## src/sv/mstk_pkg.sv

```systemverilog
// Package with the shared types and codes of the max stack.
`timescale 1ns / 1ps
`default_nettype none

package mstk_pkg;

  // Operation codes carried in the action field of an input transaction.
  typedef enum logic [1:0] {
    ACT_PUSH    = 2'd0,
    ACT_POP     = 2'd1,
    ACT_POP_MAX = 2'd2
  } action_e;

  // Result status codes.
  typedef enum logic [1:0] {
    STATUS_OK    = 2'd0,
    STATUS_EMPTY = 2'd1,
    STATUS_FULL  = 2'd2
  } status_e;

  // Operation selected by the controller when it takes a transaction.
  typedef enum logic [2:0] {
    OP_NOP,
    OP_PUSH,
    OP_POP,
    OP_POP_MAX,
    OP_ERR_EMPTY,
    OP_ERR_FULL
  } op_e;

  // Controller states.
  typedef enum logic [1:0] {
    ST_IDLE,
    ST_SEED,
    ST_SWEEP,
    ST_RESP
  } state_e;

  // Input transaction payload.
  typedef struct packed {
    logic [1:0]         action;
    logic signed [31:0] value;
  } in_t;

  // Output transaction payload.
  typedef struct packed {
    logic signed [31:0] removed_value;
    logic signed [31:0] top_value;
    logic signed [31:0] max_value;
    logic [6:0]         fill_level;
    status_e            status;
  } out_t;

  // Commands from the controller to the datapath.
  typedef struct packed {
    logic load;      // take the input transaction and start the operation
    op_e  op;        // decoded operation, valid with load
    logic seed;      // capture the entry below the removed one
    logic step;      // move one entry down by one place
    logic issue;     // read the next entry of the sweep
    logic out_load;  // copy the result into the output register
  } ctrl_cmd_t;

  // Status from the datapath to the controller.
  typedef struct packed {
    logic empty;     // no entry held
    logic full;      // every entry held
    logic more;      // an entry above the gap is still to be moved
  } dp_status_t;

endpackage

`default_nettype wire

```

## src/sv/mstk_ctrl.sv

```systemverilog
// Controller state machine of the max stack.
`timescale 1ns / 1ps
`default_nettype none

module mstk_ctrl (
  input  wire logic                   clk_i,
  input  wire logic                   rst_ni,
  input  wire logic                   in_valid_i,
  output logic                        in_ready_o,
  input  wire logic [1:0]             action_i,
  output logic                        out_valid_o,
  input  wire logic                   out_ready_i,
  input  wire mstk_pkg::dp_status_t   status_i,
  output mstk_pkg::ctrl_cmd_t         cmd_o
);

  mstk_pkg::state_e state_q, state_d;
  logic             out_valid_q, out_valid_d;

  // State and output valid registers.
  always_ff @(posedge clk_i or negedge rst_ni) begin
    if (!rst_ni) begin
      state_q     <= mstk_pkg::ST_IDLE;
      out_valid_q <= 1'b0;
    end else begin
      state_q     <= state_d;
      out_valid_q <= out_valid_d;
    end
  end

  // Next state and commands.
  always_comb begin
    state_d      = state_q;
    cmd_o        = '0;
    cmd_o.op     = mstk_pkg::OP_NOP;
    in_ready_o   = 1'b0;
    out_valid_d  = out_valid_q && !out_ready_i;
    unique case (state_q)
      mstk_pkg::ST_IDLE: begin
        in_ready_o = 1'b1;
        if (in_valid_i) begin
          cmd_o.load = 1'b1;
          priority if (action_i == mstk_pkg::ACT_PUSH) begin
            cmd_o.op = status_i.full ? mstk_pkg::OP_ERR_FULL : mstk_pkg::OP_PUSH;
          end else if (action_i == mstk_pkg::ACT_POP) begin
            cmd_o.op = status_i.empty ? mstk_pkg::OP_ERR_EMPTY : mstk_pkg::OP_POP;
          end else if (action_i == mstk_pkg::ACT_POP_MAX) begin
            cmd_o.op = status_i.empty ? mstk_pkg::OP_ERR_EMPTY : mstk_pkg::OP_POP_MAX;
          end else begin
            cmd_o.op = mstk_pkg::OP_NOP;
          end
          if (cmd_o.op == mstk_pkg::OP_POP || cmd_o.op == mstk_pkg::OP_POP_MAX) begin
            state_d = mstk_pkg::ST_SEED;
          end else begin
            state_d = mstk_pkg::ST_RESP;
          end
        end
      end
      mstk_pkg::ST_SEED: begin
        cmd_o.seed = 1'b1;
        if (status_i.more) begin
          cmd_o.issue = 1'b1;
          state_d     = mstk_pkg::ST_SWEEP;
        end else begin
          state_d = mstk_pkg::ST_RESP;
        end
      end
      mstk_pkg::ST_SWEEP: begin
        cmd_o.step = 1'b1;
        if (status_i.more) begin
          cmd_o.issue = 1'b1;
        end else begin
          state_d = mstk_pkg::ST_RESP;
        end
      end
      mstk_pkg::ST_RESP: begin
        // Wait until the output register is free or being emptied.
        if (!out_valid_q || out_ready_i) begin
          cmd_o.out_load = 1'b1;
          out_valid_d    = 1'b1;
          state_d        = mstk_pkg::ST_IDLE;
        end
      end
      default: begin
        state_d = mstk_pkg::ST_IDLE;
      end
    endcase
  end

  assign out_valid_o = out_valid_q;

endmodule

`default_nettype wire

```

## config.mk

```make
export PLATFORM = sky130hd
export DESIGN_NAME = mstk_ctrl
export DESIGN_NICKNAME = d
export VERILOG_FILES = /design/src/sv/mstk_pkg.sv /design/src/sv/mstk_ctrl.sv
export SDC_FILE = /design/constraint.sdc
export NUM_CORES = 1
export LEC_CHECK = 0
export ABC_AREA = 1
export BUFFER_PORTS_ARGS = -buffer_cell sky130_fd_sc_hd__buf_4
export CAP_MARGIN = 20
export CORE_AREA = 3 3 40 42
export DETAILED_ROUTE_END_ITERATION = 16
export DIE_AREA = 0 0 43 45
export SKIP_CTS_REPAIR_TIMING = 1
export SLEW_MARGIN = 0
export SYNTH_ARGS = -nofsm -noshare
export SYNTH_HDL_FRONTEND = slang
export SYNTH_SLANG_ARGS = --single-unit
```

## constraint.sdc

```tcl
create_clock -name clk_i -period 1.3 [get_ports clk_i]
set_input_delay 0.26 -clock clk_i [delete_from_list [all_inputs] [get_ports clk_i]]
set_output_delay 0.26 -clock clk_i [all_outputs]
set_load 0.02 [all_outputs]
```

Word-level counts from Yosys, hierarchy flattened
Cells that the tools add are included.
{ "classes": {"multipliers": 0, "eq_ne": 10, "order_cmp": 0, "bitwise_logic": 0, "div_mod_pow": 0, "reduce_logical": 9, "muxes": 25, "addsub": 0, "n_shift": 0} }
{ "ops": {"columns": ["cell", "n"], "rows": [
  ["$mux W3", 8],
  ["$mux W1", 10],
  ["$mux W2", 4],
  ["$mux W4", 2],
  ["$pmux W2 S4", 1],
  ["$eq A2 B2 Y1 const B", 3],
  ["$eq A3 B2 Y1 const B", 2],
  ["$ne A2 B2 Y1 const B", 3],
  ["$eq A2 B1 Y1 const B", 2],
  ["$logic_not A2 Y1", 2],
  ["$reduce_and A3 Y1", 1],
  ["$logic_not A1 Y1", 2],
  ["$logic_or A1 B1 Y1", 2],
  ["$reduce_or A2 Y1", 1],
  ["$logic_and A1 B1 Y1", 1]
]} }
{ "word_totals": {"ram_bits": 0, "input_bits": 9, "word_cells": 46, "reg_bits": 3, "mem_count": 0, "latchBits": 0, "romBits": 0, "out_inout_bits": 10} }

Depth between registers and ports, before layout
Gate-level depths: netlist of the first run.
{ "depth": {"depth_word": 11, "mapped_depth": 7, "mapped_depth_nobuf": 7} }

Worst setup path before layout of the first run
Ideal clock, no wire load.
{ "synth_timing": {"path_kind": "register to output", "startpoint": "reg state_q[0]", "endpoint": "out cmd_o[4] (netlist bit)", "t_arrival_ns": 1.479, "stages_incl_launch_ff": 5, "required_time_ns": 1.040, "n_path_buf": 0, "path_slack_ns": -0.439, "path_cell_list": "dfrtp_1 inv_1 ha_1 nand2_1 a211oi_1"} }
{ "synth_rtl": {"columns": ["item", "line_no", "rtl"], "rows": [
  ["start: declaration", "mstk_ctrl.sv:17", "mstk_pkg::state_e state_q, state_d;"],
  ["start signal: assignment", "mstk_ctrl.sv:23", "state_q <= mstk_pkg::ST_IDLE;"],
  ["start signal: assignment", "mstk_ctrl.sv:26", "state_q <= state_d;"],
  ["end: declaration", "mstk_ctrl.sv:14", "output mstk_pkg::ctrl_cmd_t cmd_o"]
]} }

==> results of run 1 <==
critical path, cell delays in order (launching register included):
cell,delay [ns]
dfrtp_1,0.38
inv_2,0.10
ha_4,0.15
nand2_4,0.06
a211oi_4,0.16
buf_6,0.14
area by class of cell:
class / instances / area [sq um] / area share, %
tap: 15 / 18.8 / 2.95
timing repair buffer: 25 / 213 / 33.4
clock buffer: 4 / 26.3 / 4.13
multi-input combinational: 34 / 263 / 41.3
inverter: 11 / 41.3 / 6.48
sequential: 3 / 75.1 / 11.8
cells by family after synthesis:
kind of cell,share of synthesized area [%]
buffers and inverters,12.8
AND/OR/NAND/NOR,37.4
AO/OA/AOI/OAI,7.00
flip-flops,23.3
adder cells (fa/ha/maj),19.5
layer usage:
| metal | track usage (%) | part of all wire [%] | vias to the layer above |
|---|---|---|---|
| met5 | 0 | 0 | - |
| met2 | 13.5 | 49 | 9 |
| met4 | 5.42 | 0 | 0 |
| met3 | 2.79 | 5.8 | 0 |
| met1 | 12.6 | 45 | 169 |
| li1 | - | - | 206 |
state kept, by name (all words and copies together) (netlist names):
signal / flops
state_q: 2
out_valid_o: 1
synthesized netlist by cell type:
cell	n
a211oi_1	1
nor3_1	1
nand2_1	9
inv_1	9
nor2_1	4
dfrtp_1	3
a21oi_1	2
nand3_1	5
ha_1	5
nand3_2	1
o21ai_1	1
nand4_1	1
inv_2	2
or2_1	1
nand2_2	3
worst max path at each step:
stage / end / start
floorplan: cmd_o[4] / state_q[1]
global placement: cmd_o[4] / state_q[1]
detailed placement: cmd_o[4] / state_q[1]
CTS: cmd_o[4] / state_q[1]
global route: cmd_o[4] / state_q[0]
finish: cmd_o[4] / state_q[1]
power by group:
group / internal, mW / switching [mW]
logic: 0.531 / 0.561
registers: 0.146 / 0.0403
clock network: 0.115 / 0.0449
total: 0.792 / 0.646
layout by cell type (no fill, tap or decap), drive strengths merged:
cell	count
ha	5
dlygate4sd3	1
nand3	6
a211oi	1
buf	24
o21ai	1
dfrtp	3
or2	1
nand4	1
inv	11
clkbuf	4
a21oi	2
nor3	1
nor2	4
nand2	12
stage by stage:
step | power [mW] | setup TNS, ns | utilization, %
floorplan | 0.766 | -0.0315 | -
global placement | 1.09 | 0 | 41.8
detailed placement | 1.09 | 0 | 41.8
CTS | 1.26 | -1.24 | 43.8
global route | 1.56 | -1.42 | 49.6
finish | 1.44 | -1.00 | 49.6
==> flow_summary.yaml, run 1 <==
status:
  status: "finished with violations"
  violations: "setup timing"
hold_path:
  hold_end: "out_valid_o"
  worstHoldStart: "out_ready_i"
  hold_path_class: "in -> reg"
  holdPathStages: 4
cells_and_area:
  fill_cells: 130
  finalNonFillerCells: 92
  design_area_sq_um: 637
  drive_gt1_share_pct: 57.1
  area_growth_pct: 98.1
  final_nets: 92
  n_antenna_cell: 0
die:
  dieArea_sq_mm: 0.00194
  io_pins: 19
  die_h_um: 45
  row_count: 13
  core_area_sq_mm: 0.00128
  initial_core_util_pct: 25.0
  fp.dieW_um: 43
clock_tree:
  clockBufferDepth: 2
  htreeDepth: 1
  cts-buffers-inserted: 3
  clock_sinks: 3
  cts_tree: "yes"
  clockRootBuffer: "clkbuf_4"
  clock_latency_ns: 0.23
  clk_pin_slew_ns: 0.03
timing:
  clock.fmax_mhz: 673
  period_share_pct: 114
  layout_setup_ws_ns: -0.187
  skew_ns: 0.0000836
  slew_headroom_pct: 88.6
  whs_ns: 0.320
  fin_crit_ns: 1.49
  setup_viol: 9
  finalHoldViolations: 0
  tightest_slew_ns: 0.170
  rsz0062_at_grt: "yes"
  maxSlewViolCount: 0
synth:
  synth_area_leaders: "dfrtp_1 (23%), ha_1 (19%), inv_1 (11%)"
  synth.largest_area_cell: "dfrtp_1"
  synth_top_area_share_pct: 23.3
  netlist_area_sq_um: 322
  synth_cell_type_count: 15
  yosys_warnings: 0
  syn_inst: 48
  ys_ff_latch: 3
  syn_area_per_cell_sq_um: 6.70
  seq_area_frac_synth_pct: 23.3
  synth.net_count: 62
worst_setup_path:
  arrival_ns: 1.23
  cp-start-kind: "flip-flop"
  r2r_slack_ns: 0.07
  r2r-end: "state_q[1]"
  path_max_fanout: 4
  endpoint_kind: "primary output"
  r2r_cells: 8
  required_ns: 1.04
  regToRegStartpoint: "state_q[0]"
  crit_type: "reg -> out"
global_route:
  grt_max_degree: 5
  antenna_found_initial: 0
  grt_pass1_wl_um: 1350
  overflow: 0
  track_usage_pct: 9.42
  grt_pass1_vias: 343
detailed_routing:
  drt_iter0_markers: 2
  detail-route-antenna-nets: 0
  first_pass_iters: 2
  wire_per_inst_um: 9.78
  vias: 384
  drc_errors: 0
  routed_wl_um: 900
  vias_per_cell: 4.17
placed_design:
  port-buffer-count: 18
  placed_area_sq_um: 537
  dp.cells: 84
  hpwlAfterDp_um: 705
  gp_congestion: 0.776
  place_ws_ns: 0.00177
job:
  maxCapViolations: 0
power:
  powerDensity_mw_per_mm2: 2260
  p_leak_nw: 0.342
  worst_ir_drop_vdd_uv: 1020
Power figures use the tool's default switching activity.
==> run 2, diff against run 1 <==
--- a/config.mk
+++ b/config.mk
@@ -9,6 +9,7 @@
 export BUFFER_PORTS_ARGS = -buffer_cell sky130_fd_sc_hd__buf_4
 export CAP_MARGIN = 20
 export CORE_AREA = 3 3 40 42
+export CTS_BUF_LIST = sky130_fd_sc_hd__clkbuf_2 sky130_fd_sc_hd__clkbuf_4 sky130_fd_sc_hd__clkbuf_8
 export DETAILED_ROUTE_END_ITERATION = 16
 export DIE_AREA = 0 0 43 45
 export SKIP_CTS_REPAIR_TIMING = 1
==> run 2 against run 1 <==
Against the previous run: the flow still finishes with violations (setup timing); non-clock buffer count is the same; via count shrank 0.78%; core utilization is the same.
==> flow_summary.yaml, run 2 (synthesis gave the netlist of run 1 again) <==
placed_design:
  place_ws_ns: 0.00177
  hpwlAfterDp_um: 705
  port-buffer-count: 18
  gp_congestion: 0.776
worst_setup_path:
  path_buf_inv: 2
  cpLargestDelayFamily: "flip-flops"
  endpoint_kind: "primary output"
  path_cells: "inv_2 -> ha_4 -> nand2_4 -> a211oi_4 -> buf_6"
  r2r_slack_ns: 0.08
  regToRegStartpoint: "state_q[1]"
  required_ns: 1.04
  cp-start-kind: "flip-flop"
  path_max_fanout: 4
  r2r-end: "state_q[1]"
  crit_type: "reg -> out"
  crit_path_max_incr_delay_ns: 0.38
  slowest_stage: "dfrtp_1"
  arrival_ns: 1.23
  r2r_cells: 8
global_route:
  grt_max_degree: 5
  grtUsageMet2_pct: 13.5
  antenna_found_initial: 0
  grt_pass1_vias: 339
  busiest_layer: "met2"
  grt_pass1_wl_um: 1340
  overflow: 0
  use_met1_pct: 12.6
  met3_usage_pct: 2.79
  track_usage_pct: 9.17
die:
  io_pins: 19
  initial_core_util_pct: 25.0
  dieArea_sq_mm: 0.00194
  core_area_sq_mm: 0.00128
  row_count: 13
  die_h_um: 45
  fp.dieW_um: 43
clock_tree:
  clockRootBuffer: "clkbuf_4"
  cts_tree: "yes"
  cts-buffers-inserted: 3
  clk_pin_slew_ns: 0.03
  clock_latency_ns: 0.23
  htreeDepth: 1
  clockBufferDepth: 2
  clock_sinks: 3
power:
  seq_power_share_pct: 12.7
  cell_internal_pwr_mw: 0.803
  worst_ir_drop_vdd_uv: 1010
  powerDensity_mw_per_mm2: 2270
  clock_power_share_pct: 12.4
  swShare_pct: 44.4
  p_switching_mw: 0.641
  p_leak_nw: 0.344
  pwr-share-comb_pct: 74.9
timing:
  setup_viol: 9
  tightest_slew_ns: 0.170
  maxSlewViolCount: 0
  layout_setup_ws_ns: -0.185
  whs_ns: 0.326
  finalHoldViolations: 0
  slew_headroom_pct: 88.6
  skew_ns: 0.000227
  fin_crit_ns: 1.49
  clock.fmax_mhz: 673
  period_share_pct: 114
  rsz0062_at_grt: "yes"
status:
  status: "finished with violations"
  violations: "setup timing"
cells_and_area:
  n_antenna_cell: 0
  layout_common_cells: "buf_4 (19), nand2_1 (8), inv_1 (6)"
  largest_register_ffs: 2
  fill_cells: 129
  top_register: "state_q"
  drive_gt1_share_pct: 58.4
  final_nets: 92
  final_common_cell: "buf_4"
  seqCellArea_sq_um: 75.1
  multi_input_area_sq_um: 263
  area_growth_pct: 98.1
detailed_routing:
  vias: 381
  drc_errors: 0
  drt_iter0_markers: 3
  routed_wl_um: 892
  detail-route-antenna-nets: 0
  wire_per_inst_um: 9.70
  first_pass_iters: 4
  vias_per_cell: 4.14
job:
  maxCapViolations: 0
hold_path:
  holdPathStages: 4
  worstHoldStart: "out_ready_i"
  hold_path_class: "in -> reg"
  hold_end: "out_valid_o"
## run 2: through the flow
| stage | cell area [sq um] | power [mW] | instances | TNS (ns) | utilization [%] |
|---|---|---|---|---|---|
| after floorplan | 360 | 0.766 | 48 | -0.0315 | - |
| after global placement | 537 | 1.09 | 84 | 0 | 41.8 |
| after detailed placement | 537 | 1.09 | 84 | 0 | 41.8 |
| after CTS | 567 | 1.28 | 88 | -1.20 | 44.1 |
| after global routing | 637 | 1.56 | 92 | -1.39 | 49.6 |
| final | 637 | 1.44 | 92 | -0.993 | 49.6 |
## run 2: worst max path at each step
stage,startpoint,end,depth (start not counted)
2_1_floorplan,state_q[1],cmd_o[4],4
3_3_place_gp,state_q[1],cmd_o[4],5
3_5_place_dp,state_q[1],cmd_o[4],5
4_1_cts,state_q[1],cmd_o[4],5
5_1_grt,state_q[0],cmd_o[4],5
6_report,state_q[0],cmd_o[4],5
## run 2: metal layers
metal | vias to the layer above | share of wire [%]
met5 | - | 0
met4 | 0 | 0
met3 | 0 | 5.8
met2 | 9 | 48
met1 | 166 | 46
li1 | 206 | -
## run 2: power by group through the flow
stage | Clock (mW) | Sequential, mW | Combinational, mW
after detailed placement | 0 | 0.182 | 0.909
after CTS | 0.184 | 0.180 | 0.915
after global routing | 0.189 | 0.190 | 1.18
after floorplan | 0 | 0.211 | 0.554
final | 0.179 | 0.183 | 1.08
after global placement | 0 | 0.180 | 0.914
## run 2: cell type report
class | instances | share of cell area (%)
clock buffers | 4 | 4.72
well taps | 15 | 2.95
repair buffers | 25 | 32.8
multi-input cells | 34 | 41.3
flip-flops and latches | 3 | 11.8
inverters | 11 | 6.48
## run 2: tightest hold or removal path: cells and delay by family
| kind | cells | cell delay [ns] |
|---|---|---|
| AND/OR/NAND/NOR | 2 | 0.13 |
| buffers and inverters | 2 | 0.12 |
==> run 3, diff against run 2 <==
==> constraint.sdc (replaced) <==
create_clock -name clk_i -period 1.48 [get_ports clk_i]
set_input_delay 0.296 -clock clk_i [delete_from_list [all_inputs] [get_ports clk_i]]
set_output_delay 0.296 -clock clk_i [all_outputs]
set_load 0.02 [all_outputs]
==> run 3 against run 2 <==
Against the previous run: the flow still finishes with violations (setup timing); worst setup slack improved by 0.12 ns; critical endpoint unchanged; largest cell class unchanged; clock skew up 0.0025 ns; largest power group unchanged; cell count grew 1.1%; clock power decreased by 8%.
==> flow_summary.yaml, run 3 (synthesis gave the netlist of run 1 again) <==
worst_setup_path:
  path_max_fanout: 4
  endpoint_kind: "primary output"
  crit_type: "reg -> out"
  required_ns: 1.18
  cp-start-kind: "flip-flop"
  arrival_ns: 1.25
placed_design:
  port-buffer-count: 18
  gp_congestion: 0.796
  dp.cells: 83
  hpwlAfterDp_um: 682
  place_ws_ns: 0.0367
detailed_routing:
  detail-route-antenna-nets: 0
  drc_errors: 0
  routed_wl_um: 948
  vias: 379
  drt_iter0_markers: 3
  first_pass_iters: 3
  wire_per_inst_um: 10.2
  vias_per_cell: 4.08
power:
  powerDensity_mw_per_mm2: 2070
  clock_power_share_pct: 11.7
  p_switching_mw: 0.616
  pwr-share-comb_pct: 76.8
  p_leak_nw: 0.352
  cell_internal_pwr_mw: 0.784
  worst_ir_drop_vdd_uv: 1070
  swShare_pct: 44.0
  seq_power_share_pct: 11.5
timing:
  maxSlewViolCount: 0
  layout_setup_ws_ns: -0.0679
  skew_ns: 0.00269
  clock.fmax_mhz: 646
  finalHoldViolations: 0
  setup_viol: 4
  slew_headroom_pct: 88.8
  fin_crit_ns: 1.55
  tightest_slew_ns: 0.167
  period_share_pct: 105
  rsz0062_at_grt: "yes"
job:
  maxCapViolations: 0
cells_and_area:
  top_register: "state_q"
  multi_input_area_sq_um: 288
  area_growth_pct: 111
  layout_common_cells: "buf_4 (18), nand2_1 (7), buf_6 (7)"
  n_antenna_cell: 0
  final_nets: 93
  drive_gt1_share_pct: 62.8
  finalNonFillerCells: 93
  final_common_cell: "buf_4"
  fill_cells: 122
  seqCellArea_sq_um: 75.1
  largest_register_ffs: 2
clock_tree:
  cts_tree: "yes"
  cts-buffers-inserted: 3
  htreeDepth: 1
  clk_pin_slew_ns: 0.04
  clock_sinks: 3
  clock_latency_ns: 0.23
  clockBufferDepth: 2
  clockRootBuffer: "clkbuf_4"
die:
  fp.dieW_um: 43
  dieArea_sq_mm: 0.00194
  core_area_sq_mm: 0.00128
  initial_core_util_pct: 25.0
  die_h_um: 45
  row_count: 13
  io_pins: 19
global_route:
  grt_pass1_vias: 326
  grt_max_degree: 5
  antenna_found_initial: 0
  grt_pass1_wl_um: 1350
  overflow: 0
  track_usage_pct: 9.49
hold_path:
  hold_path_class: "in -> reg"
status:
  status: "finished with violations"
  violations: "setup timing"
run 3: layer usage:
layer	global-route usage, %	routed length (um)
met1	11.6	405
met3	6.77	68
met5	0	0
met4	0	0
met2	14.7	475
run 3: worst paths after layout:
kind / cells after the start / slack (ns) / endpoint / from
max in group asynchronous: 2 / 1.00 / state_q[1] / rst_ni
worst min-delay path: 4 / 0.35 / out_valid_o / out_ready_i
worst max register to register: 10 / 0.11 / state_q[1] / state_q[0]
min in group asynchronous: 2 / 0.39 / out_valid_o / rst_ni
worst max-delay path: 5 / -0.07 / cmd_o[4] / state_q[0]
worst min register to register: 2 / 0.58 / out_valid_o / out_valid_o
run 3: power by group through the flow:
stage	clock network [mW]	registers (mW)	logic, mW
finish	0.164	0.162	1.07
global route	0.181	0.169	1.18
CTS	0.171	0.154	0.777
detailed placement	0	0.154	0.774
global placement	0	0.153	0.777
floorplan	0	0.181	0.477
run 3: critical path, stage by stage, from the launching register on:
cell	delay, ns
dfrtp_1	0.38
inv_2	0.09
ha_4	0.17
nand2_4	0.08
a211oi_4	0.16
buf_6	0.14
run 3: metrics by stage:
step | total power [mW] | cell area [sq um] | utilization, % | hold slack (ns) | setup TNS (ns)
floorplan | 0.658 | 355 | - | 0.000409 | 0
global placement | 0.930 | 524 | 40.8 | 0.0874 | 0
detailed placement | 0.928 | 524 | 40.8 | 0.0882 | 0
CTS | 1.10 | 554 | 43.1 | -0.165 | -0.628
global route | 1.53 | 677 | 52.7 | 0.362 | -0.455
finish | 1.40 | 677 | 52.7 | 0.346 | -0.113
run 3: area by class of cell:
class / instances / area share (%)
timing repair buffer: 26 / 33.1
inverter: 11 / 6.10
tap: 15 / 2.77
sequential: 3 / 11.1
clock buffer: 4 / 4.44
multi-input combinational: 34 / 42.5
